===== src/rtl/core/dse_pkg.sv =====
// Package for the delimited span extractor: sizes, pattern bytes, result word type.
`timescale 1ns / 1ps
`default_nettype none

package dse_pkg;

  // Pattern lengths, offset counter width and the shift window depth.
  localparam int START_LEN    = 67;
  localparam int END_LEN      = 21;
  localparam int OFFSET_WIDTH = 32;
  localparam int PAT_MAX      = 128;
  localparam int WIN_LEN      = (START_LEN > END_LEN) ? START_LEN : END_LEN;
  localparam int FIELD_W      = 32;

  // Bytes of the two patterns as defined, first byte in the top bits.
  localparam int OPEN_DEF_LEN  = 67;
  localparam int CLOSE_DEF_LEN = 21;

  localparam logic [OPEN_DEF_LEN*8-1:0] OPEN_STR = {
    128'h68747470_733a2f2f_77656273_74617469,
    128'h632d7365_612e686f_796f7665_7273652e,
    128'h636f6d2f_67656e73_68696e2f_6576656e,
    128'h742f6532_30313930_39303967_61636861,
    24'h2d7632
  };

  localparam logic [CLOSE_DEF_LEN*8-1:0] CLOSE_STR = {
    128'h2667616d_655f6269_7a3d686b_34655f67,
    40'h6c6f6261_6c
  };

  // Result kinds.
  typedef enum logic [1:0] {
    KIND_SPAN = 2'd0,
    KIND_OK   = 2'd1,
    KIND_MISS = 2'd2
  } kind_t;

  // One result word as held in the output queue.
  typedef struct packed {
    kind_t               kind;
    logic [FIELD_W-1:0]  span_start;
    logic [FIELD_W-1:0]  span_length;
    logic [FIELD_W-1:0]  span_count;
    logic                run_last;
  } result_t;

  // Byte i of the start pattern; bytes past the defined text read as zero.
  function automatic logic [7:0] open_pat_byte(input int idx);
    logic [7:0] val;
    val = 8'h00;
    if (idx < OPEN_DEF_LEN) begin
      val = OPEN_STR[(OPEN_DEF_LEN-1-idx)*8 +: 8];
    end
    return val;
  endfunction

  // Byte i of the end pattern; bytes past the defined text read as zero.
  function automatic logic [7:0] close_pat_byte(input int idx);
    logic [7:0] val;
    val = 8'h00;
    if (idx < CLOSE_DEF_LEN) begin
      val = CLOSE_STR[(CLOSE_DEF_LEN-1-idx)*8 +: 8];
    end
    return val;
  endfunction

  // Low bits of a zero-extended value, as carried on a result field.
  function automatic logic [FIELD_W-1:0] to_field(input logic [63:0] val);
    return val[FIELD_W-1:0];
  endfunction

endpackage

`default_nettype wire


===== src/rtl/core/dse_cell.sv =====
// One window cell: holds a byte, passes it on, and compares its incoming byte.
`timescale 1ns / 1ps
`default_nettype none

module dse_cell (
  input  wire logic       clk,
  input  wire logic       rst,
  input  wire logic       shift,
  input  wire logic       clear,
  input  wire logic [7:0] byte_in,
  input  wire logic [7:0] open_byte,
  input  wire logic [7:0] close_byte,
  input  wire logic       open_use,
  input  wire logic       close_use,
  output logic      [7:0] held,
  output logic            open_hit,
  output logic            close_hit
);

  // The compare looks at the byte this cell takes on the current shift.
  assign open_hit  = !open_use  || (byte_in == open_byte);
  assign close_hit = !close_use || (byte_in == close_byte);

  // Shift in the neighbor's byte; the end of a stream empties the window.
  always_ff @(posedge clk) begin
    if (rst) begin
      held <= 8'h00;
    end else if (shift) begin
      held <= clear ? 8'h00 : byte_in;
    end
  end

endmodule

`default_nettype wire


===== src/rtl/core/dse_out_fifo.sv =====
// Four-word result queue taking up to two words a cycle and giving one.
`timescale 1ns / 1ps
`default_nettype none

module dse_out_fifo (
  input  wire logic             clk,
  input  wire logic             rst,
  input  wire logic             push_a,
  input  wire logic             push_b,
  input  wire dse_pkg::result_t word_a,
  input  wire dse_pkg::result_t word_b,
  input  wire logic             pop,
  output dse_pkg::result_t      head,
  output logic                  has_word,
  output logic                  nearly_full
);
  import dse_pkg::*;

  localparam int DEPTH = 4;

  result_t    mem [DEPTH];
  logic [1:0] wr_ptr;
  logic [1:0] rd_ptr;
  logic [2:0] fill;
  logic [2:0] fill_next;
  logic [1:0] push_num;

  assign head        = mem[rd_ptr];
  assign has_word    = (fill != 3'd0);
  // Room for two words must be there before a byte is taken.
  assign nearly_full = (fill > 3'd2);

  assign push_num  = {1'b0, push_a} + {1'b0, push_b};
  assign fill_next = fill + {1'b0, push_num} - {2'b00, pop};

  // Store words; the second word of a byte goes behind the first.
  always_ff @(posedge clk) begin
    if (push_a) begin
      mem[wr_ptr] <= word_a;
    end
    if (push_b) begin
      mem[wr_ptr + 2'd1] <= word_b;
    end
  end

  // Pointers and fill level.
  always_ff @(posedge clk) begin
    if (rst) begin
      wr_ptr <= 2'd0;
      rd_ptr <= 2'd0;
      fill   <= 3'd0;
    end else begin
      wr_ptr <= wr_ptr + push_num;
      rd_ptr <= rd_ptr + {1'b0, pop};
      fill   <= fill_next;
    end
  end

endmodule

`default_nettype wire


===== src/rtl/core/delimited_span_extractor_unit.sv =====
// Top level of the delimited span extractor: window cell chain, span tracking, result queue.
//
//   channel | direction | fields                                        | handshake
//   --------+-----------+-----------------------------------------------+-------------------
//   in      | input     | data_byte, final_byte                         | in_valid/in_stall
//   out     | output    | kind, span_start, span_length, span_count,   | out_valid/out_stall
//           |           | run_last                                      |
//
// One byte is taken per cycle while in_stall is low; the window shifts and both pattern
// compares settle in that cycle, and the results of the byte enter the result queue at the
// same edge. A byte yields zero, one or two result words; each leaves from the queue register.
// The input stalls while the queue cannot take two more words, so stalls on the output
// side reach the input only after the queue has filled.
// Reset (synchronous, active high) empties the window and the queue and starts a new stream;
// the byte marked final does the same for the stream state.
`timescale 1ns / 1ps
`default_nettype none

module delimited_span_extractor_unit (
  input  wire logic        clk,
  input  wire logic        rst,
  input  wire logic        in_valid,
  output logic             in_stall,
  input  wire logic [7:0]  data_byte,
  input  wire logic        final_byte,
  output logic             out_valid,
  input  wire logic        out_stall,
  output logic [1:0]       kind,
  output logic [31:0]      span_start,
  output logic [31:0]      span_length,
  output logic [31:0]      span_count,
  output logic             run_last
);
  import dse_pkg::*;

  localparam logic [OFFSET_WIDTH-1:0] OPEN_MIN  = OFFSET_WIDTH'(START_LEN - 1);
  localparam logic [OFFSET_WIDTH-1:0] CLOSE_MIN = OFFSET_WIDTH'(END_LEN - 1);

  logic                    accept;
  logic                    is_final;
  logic [7:0]              chain [WIN_LEN+1];
  logic [WIN_LEN-1:0]      open_hit;
  logic [WIN_LEN-1:0]      close_hit;

  logic                    seeking_end;
  logic [OFFSET_WIDTH-1:0] byte_offset;
  logic [OFFSET_WIDTH-1:0] pending_start;
  logic [FIELD_W-1:0]      found_count;

  logic                    open_ok;
  logic                    close_ok;
  logic [FIELD_W-1:0]      count_inc;
  logic [OFFSET_WIDTH-1:0] span_len;
  logic                    seeking_next;
  logic [OFFSET_WIDTH-1:0] pending_next;
  logic [FIELD_W-1:0]      count_next;
  logic [OFFSET_WIDTH-1:0] offset_next;

  result_t                 span_word;
  result_t                 summary_word;
  result_t                 word_a;
  result_t                 head;
  logic                    push_a;
  logic                    push_b;
  logic                    pop;
  logic                    has_word;
  logic                    nearly_full;

  assign accept   = in_valid && !in_stall;
  assign is_final = final_byte;
  assign chain[0] = data_byte;

  // Row of window cells; cell j holds the byte j places back from the newest.
  for (genvar j = 0; j < WIN_LEN; j++) begin : g_cell
    localparam bit OPEN_USE  = (j < START_LEN);
    localparam bit CLOSE_USE = (j < END_LEN);
    localparam logic [7:0] OPEN_BYTE  = OPEN_USE  ? open_pat_byte(START_LEN - 1 - j) : 8'h00;
    localparam logic [7:0] CLOSE_BYTE = CLOSE_USE ? close_pat_byte(END_LEN - 1 - j) : 8'h00;

    dse_cell u_cell (
      .clk        (clk),
      .rst        (rst),
      .shift      (accept),
      .clear      (is_final),
      .byte_in    (chain[j]),
      .open_byte  (OPEN_BYTE),
      .close_byte (CLOSE_BYTE),
      .open_use   (OPEN_USE),
      .close_use  (CLOSE_USE),
      .held       (chain[j+1]),
      .open_hit   (open_hit[j]),
      .close_hit  (close_hit[j])
    );
  end

  // Pattern hits, valid only once enough bytes of the stream have arrived.
  assign open_ok  = !seeking_end && (byte_offset >= OPEN_MIN)  && (&open_hit);
  assign close_ok =  seeking_end && (byte_offset >= CLOSE_MIN) && (&close_hit);

  // Span bookkeeping after this byte.
  assign count_inc    = (found_count == '1) ? found_count : found_count + 1'b1;
  assign span_len     = byte_offset - pending_start + 1'b1;
  assign seeking_next = close_ok ? 1'b0 : (open_ok ? 1'b1 : seeking_end);
  assign pending_next = open_ok ? (byte_offset - OPEN_MIN) : pending_start;
  assign count_next   = close_ok ? count_inc : found_count;
  assign offset_next  = (byte_offset == '1) ? byte_offset : byte_offset + 1'b1;

  // Result words of this byte.
  always_comb begin
    span_word.kind        = KIND_SPAN;
    span_word.span_start  = to_field(64'(pending_start));
    span_word.span_length = to_field(64'(span_len));
    span_word.span_count  = count_inc;
    span_word.run_last    = !is_final;

    summary_word.kind        = seeking_next ? KIND_MISS : KIND_OK;
    summary_word.span_start  = seeking_next ? to_field(64'(pending_next)) : '0;
    summary_word.span_length = '0;
    summary_word.span_count  = count_next;
    summary_word.run_last    = 1'b1;
  end

  assign push_a = accept && (close_ok || is_final);
  assign push_b = accept && close_ok && is_final;
  assign word_a = close_ok ? span_word : summary_word;

  // Stream state; the final byte returns it to the start of a new stream.
  always_ff @(posedge clk) begin
    if (rst) begin
      seeking_end   <= 1'b0;
      byte_offset   <= '0;
      pending_start <= '0;
      found_count   <= '0;
    end else if (accept) begin
      if (is_final) begin
        seeking_end   <= 1'b0;
        byte_offset   <= '0;
        pending_start <= '0;
        found_count   <= '0;
      end else begin
        seeking_end   <= seeking_next;
        byte_offset   <= offset_next;
        pending_start <= pending_next;
        found_count   <= count_next;
      end
    end
  end

  // Result queue between the scan and the output port.
  dse_out_fifo u_fifo (
    .clk         (clk),
    .rst         (rst),
    .push_a      (push_a),
    .push_b      (push_b),
    .word_a      (word_a),
    .word_b      (summary_word),
    .pop         (pop),
    .head        (head),
    .has_word    (has_word),
    .nearly_full (nearly_full)
  );

  assign in_stall    = nearly_full;
  assign out_valid   = has_word;
  assign pop         = has_word && !out_stall;
  assign kind        = head.kind;
  assign span_start  = head.span_start;
  assign span_length = head.span_length;
  assign span_count  = head.span_count;
  assign run_last    = head.run_last;

endmodule

`default_nettype wire

===== config.mk =====
export PLATFORM = sky130hd
export DESIGN_NAME = delimited_span_extractor_unit
export DESIGN_NICKNAME = d
export VERILOG_FILES = /design/src/rtl/core/dse_pkg.sv /design/src/rtl/core/dse_cell.sv /design/src/rtl/core/dse_out_fifo.sv /design/src/rtl/core/delimited_span_extractor_unit.sv
export SDC_FILE = /design/constraint.sdc
export NUM_CORES = 2
export LEC_CHECK = 0
export BUFFER_PORTS_ARGS = -buffer_cell sky130_fd_sc_hd__buf_2
export CORE_AREA = 2 2 280 282
export CTS_CLUSTER_DIAMETER = 80
export CTS_CLUSTER_SIZE = 10
export DETAILED_ROUTE_END_ITERATION = 12
export DIE_AREA = 0 0 282 284
export PLACE_DENSITY = 0.77
export SYNTH_ARGS = -nofsm -noshare
export SYNTH_HDL_FRONTEND = slang
export SYNTH_SLANG_ARGS = --single-unit

===== constraint.sdc =====
create_clock -name clk -period 6.1 [get_ports clk]
set_clock_uncertainty 0.2 [all_clocks]
set_input_delay 0.61 -clock clk [delete_from_list [all_inputs] [get_ports clk]]
set_output_delay 0.61 -clock clk [all_outputs]
set_load 0.03 [all_outputs]

==> flow_summary_export.csv <==
group,metric,value,unit
status,status,"finished, final reports clean",
global_routing,grt_pass1_vias,35500,
worst_setup_path,crit_end,"u_fifo.mem[3][89]",
yosys,yosysUniqueCellTypes,72,
yosys,async_flop_share,0,
timing,hold_viol,0,
yosys,yosysTopAreaCell,"dfxtp_1",
yosys,syn_area,0.0465,mm2
drt,ant_nets,0,
yosys,yosys-top-cells-area,"dfxtp_1 (33%), edfxtp_1 (17%), a21oi_1 (8.1%), and3_1 (7.3%), nor2_1 (6.4%)",
worst_setup_path,slowest_stage,"a2111o_2",
yosys,synth_cells,5078,
cells_and_area,synthToLayoutAreaGrowth,8.20,%
clock_network,htree_levels,3,
yosys,syn_avg_cell_area,9.16,um2
timing,tightest_slew,1.17,ns
timing,rsz0062_at_grt,"no",
worst_setup_path,worstPathArrival,5.12,ns
floorplan,fp-row-count,102,
drt,routed_wl,126000,um
worst_setup_path,r2r_end,"u_fifo.mem[3][89]",
worst_setup_path,cp_cell_sequence,"nor4bb_1, buf_4, nand4_1, nor4_1, nand4b_1, a2111o_2, buf_4, o21ai_0, nand2_1, a21oi_1",
yosys,synth-main-ff-cell,"dfxtp_1",
drt,drt-pass1-iter-count,6,
worst_setup_path,cp_common_cell,"buf_4",
clock_network,post_cts_buffers,0,
worst_setup_path,timing_worst_setup_path_type,"reg -> reg",
clock_network,cts_inserted_buffers,113,
drt,dr.first_iter.drc_count,4957,
clock_network,clock_sinks,1028,
worst_setup_path,slowest_delay,0.74,ns
worst_setup_path,critPathMaxFanout,51,
worst_setup_path,r2r_cells,10,
floorplan,core,0.0770,mm2
drt,via_count,38000,
floorplan,ios,114,
yosys,syn_nets,5166,
global_routing,grt_pass1_wl,198000,um
run,drv_cap,0,
worst_hold_path,min_path_cells,4,
timing,max_freq,209,MHz
yosys,synth_edf_count,264,
global_routing,antenna_found_initial,5,
worst_setup_path,r2r_setup_slack,1.31,ns
yosys,ys_seq_area_frac,0.499,
global_routing,grt_usage,0.308,
clock_network,cts_buffer_depth,3,
worst_setup_path,worstSetupStartpointType,"flip-flop",
clock_network,clk_latency,0.70,ns
global_routing,gr-total-overflow,0,
yosys,ys_warn_count,0,
timing,period_minus_slack,4.79,ns
clock_network,cts_tree,"yes",
worst_setup_path,crit_family,"simple AND/OR/NAND/NOR gates",
timing,relSlewSlack,0.219,
timing,setup_viol,0,
floorplan,initial_core_util,0.604,
global_routing,grt_max_degree,331,
cells_and_area,fin_nets,5017,
placed_design,hpwl,78900,um
yosys,synth.top_cells.by_count,"nor2_1 (794), dfxtp_1 (764), a21oi_1 (749)",
clock_network,cts_resized,0,
cells_and_area,drive_gt1_frac,0.0838,
clock_network,cts_hold_buf,0,
yosys,synth.top_cell.area_share,0.329,
yosys,synth_most_common_cell,"nor2_1",
power_and_ir_drop,power_density,305,mW/mm2
worst_setup_path,crit_start,"g_cell[17].u_cell.held[4]",
drt,routedWlPerCell,20.9,um
placed_design,port_buffers,113,
floorplan,die_y,284,um
placed_design,place_area,0.0471,mm2
floorplan,die_w,282,um
worst_hold_path,hold_path_class,"in -> reg",
drt,post_drt_via_cell_ratio,6.32,
power_and_ir_drop,ir_drop,0.312,mV
clock_network,clkTransAtPathRegs,0.06,ns
worst_setup_path,reg2reg_from,"g_cell[17].u_cell.held[4]",
worst_setup_path,endpoint_kind,"flip-flop",
power_and_ir_drop,leakage,19.1,nW
clock_network,root_buffer,"clkbuf_16",
cells_and_area,fin_area,0.0503,mm2
timing,tns,0,ns
worst_setup_path,path_buf_inv,2,
yosys,ys_ff_latch,1028,
floorplan,die_area,0.0801,mm2
drt,post-route-drc-count,0,
timing,slew_violations,0,
worst_setup_path,path_depth,10,
placed_design,place_congestion,0.900,
worst_setup_path,required,6.43,ns
timing,finalCritPeriodShare,0.785,
-- per-stage QoR --
stage | cells | hold slack (ns) | utilization | setup WS, ns | power (mW)
after global placement | 5854 | 0.228 | 0.613 | 1.40 | 9.39
after global routing | 6017 | 0.150 | 0.654 | 1.06 | 15.8
final | 6017 | 0.107 | 0.654 | 1.31 | 15.4
after detailed placement | 5854 | 0.238 | 0.613 | 1.33 | 9.38
after CTS | 6016 | 0.0770 | 0.654 | 1.47 | 15.4
after floorplan | 5078 | 0.220 | - | 1.58 | 8.85
-- worst register-to-register path, cell delays in order, from the launching register on --
cell      delay, ns
dfxtp_1        0.46
nor4bb_1       0.59
buf_4          0.24
nand4_1        0.26
nor4_1         0.73
nand4b_1       0.43
a2111o_2       0.74
buf_4          0.36
o21ai_0        0.25
nand2_1        0.17
a21oi_1        0.21
-- layer usage --
layer,up-vias,track usage,share of wire
met1,18200,0.426,0.42
met4,8,0.125,0.038
met5,-,0,0.00049
met2,1654,0.485,0.46
li1,17900,-,-
met3,251,0.0450,0.077
-- cell usage in the layout, fill, tap and decap left out, drive strengths merged, types with 73 or more instances in the layout --
| cell | netlist | layout |
|---|---|---|
| a21oi | 749 | 749 |
| and3 | 545 | 545 |
| buf | 76 | 157 |
| clkbuf | 345 | 154 |
| dfxtp | 764 | 764 |
| edfxtp | 264 | 264 |
| ha | 73 | 73 |
| mux4 | 99 | 99 |
| nand2 | 214 | 214 |
| nand3 | 252 | 252 |
| nor2 | 794 | 794 |
| o21ai | 207 | 207 |
-- area by class of cell --
| cell class | count | area (um2) |
|---|---|---|
| fillers | 6193 | 26600 |
| flip-flops and latches | 1028 | 23200 |
| multi-input cells | 3569 | 21400 |
| clock buffers | 154 | 3000 |
| well taps | 1040 | 1300 |
| repair buffers | 157 | 993 |
| inverters | 60 | 233 |
| clock inverters | 8 | 154 |
| diodes | 1 | 2.50 |
-- logic make-up after synthesis --
family / after synthesis / share of synthesized area
compound gates: 1043 / 0.118
xor+xnor: 120 / 0.0226
fa+ha+maj: 76 / 0.0207
buf+inv: 481 / 0.0412
flops: 1028 / 0.499
mux: 101 / 0.0484
simple gates: 2229 / 0.250
-- registers in the layout, indices dropped and copies added (netlist names) --
register	cells
byte_offset	32
pending_start	32
u_fifo.rd_ptr	2
u_fifo.fill	3
found_count	32
u_fifo.mem	396
seeking_end	1
u_fifo.wr_ptr	2
g_cell.u_cell.held	528
-- worst min-delay path by stage --
stage,from,end
6_report,data_byte[0],g_cell[0].u_cell.held[0]
3_3_place_gp,u_fifo.mem[2][61],u_fifo.mem[2][61]
4_1_cts,data_byte[0],g_cell[0].u_cell.held[0]
2_1_floorplan,u_fifo.mem[2][50],u_fifo.mem[2][50]
3_5_place_dp,u_fifo.mem[2][64],u_fifo.mem[2][64]
5_1_grt,data_byte[0],g_cell[0].u_cell.held[0]
-- power by group --
part / total [mW] / switching, mW / internal [mW]
sequential: 7.21 / 0.138 / 7.07
clock: 6.11 / 2.67 / 3.43
combinational: 2.04 / 1.48 / 0.558
total: 15.4 / 4.29 / 11.1
No activity file was read; power rests on OpenSTA's default activity.
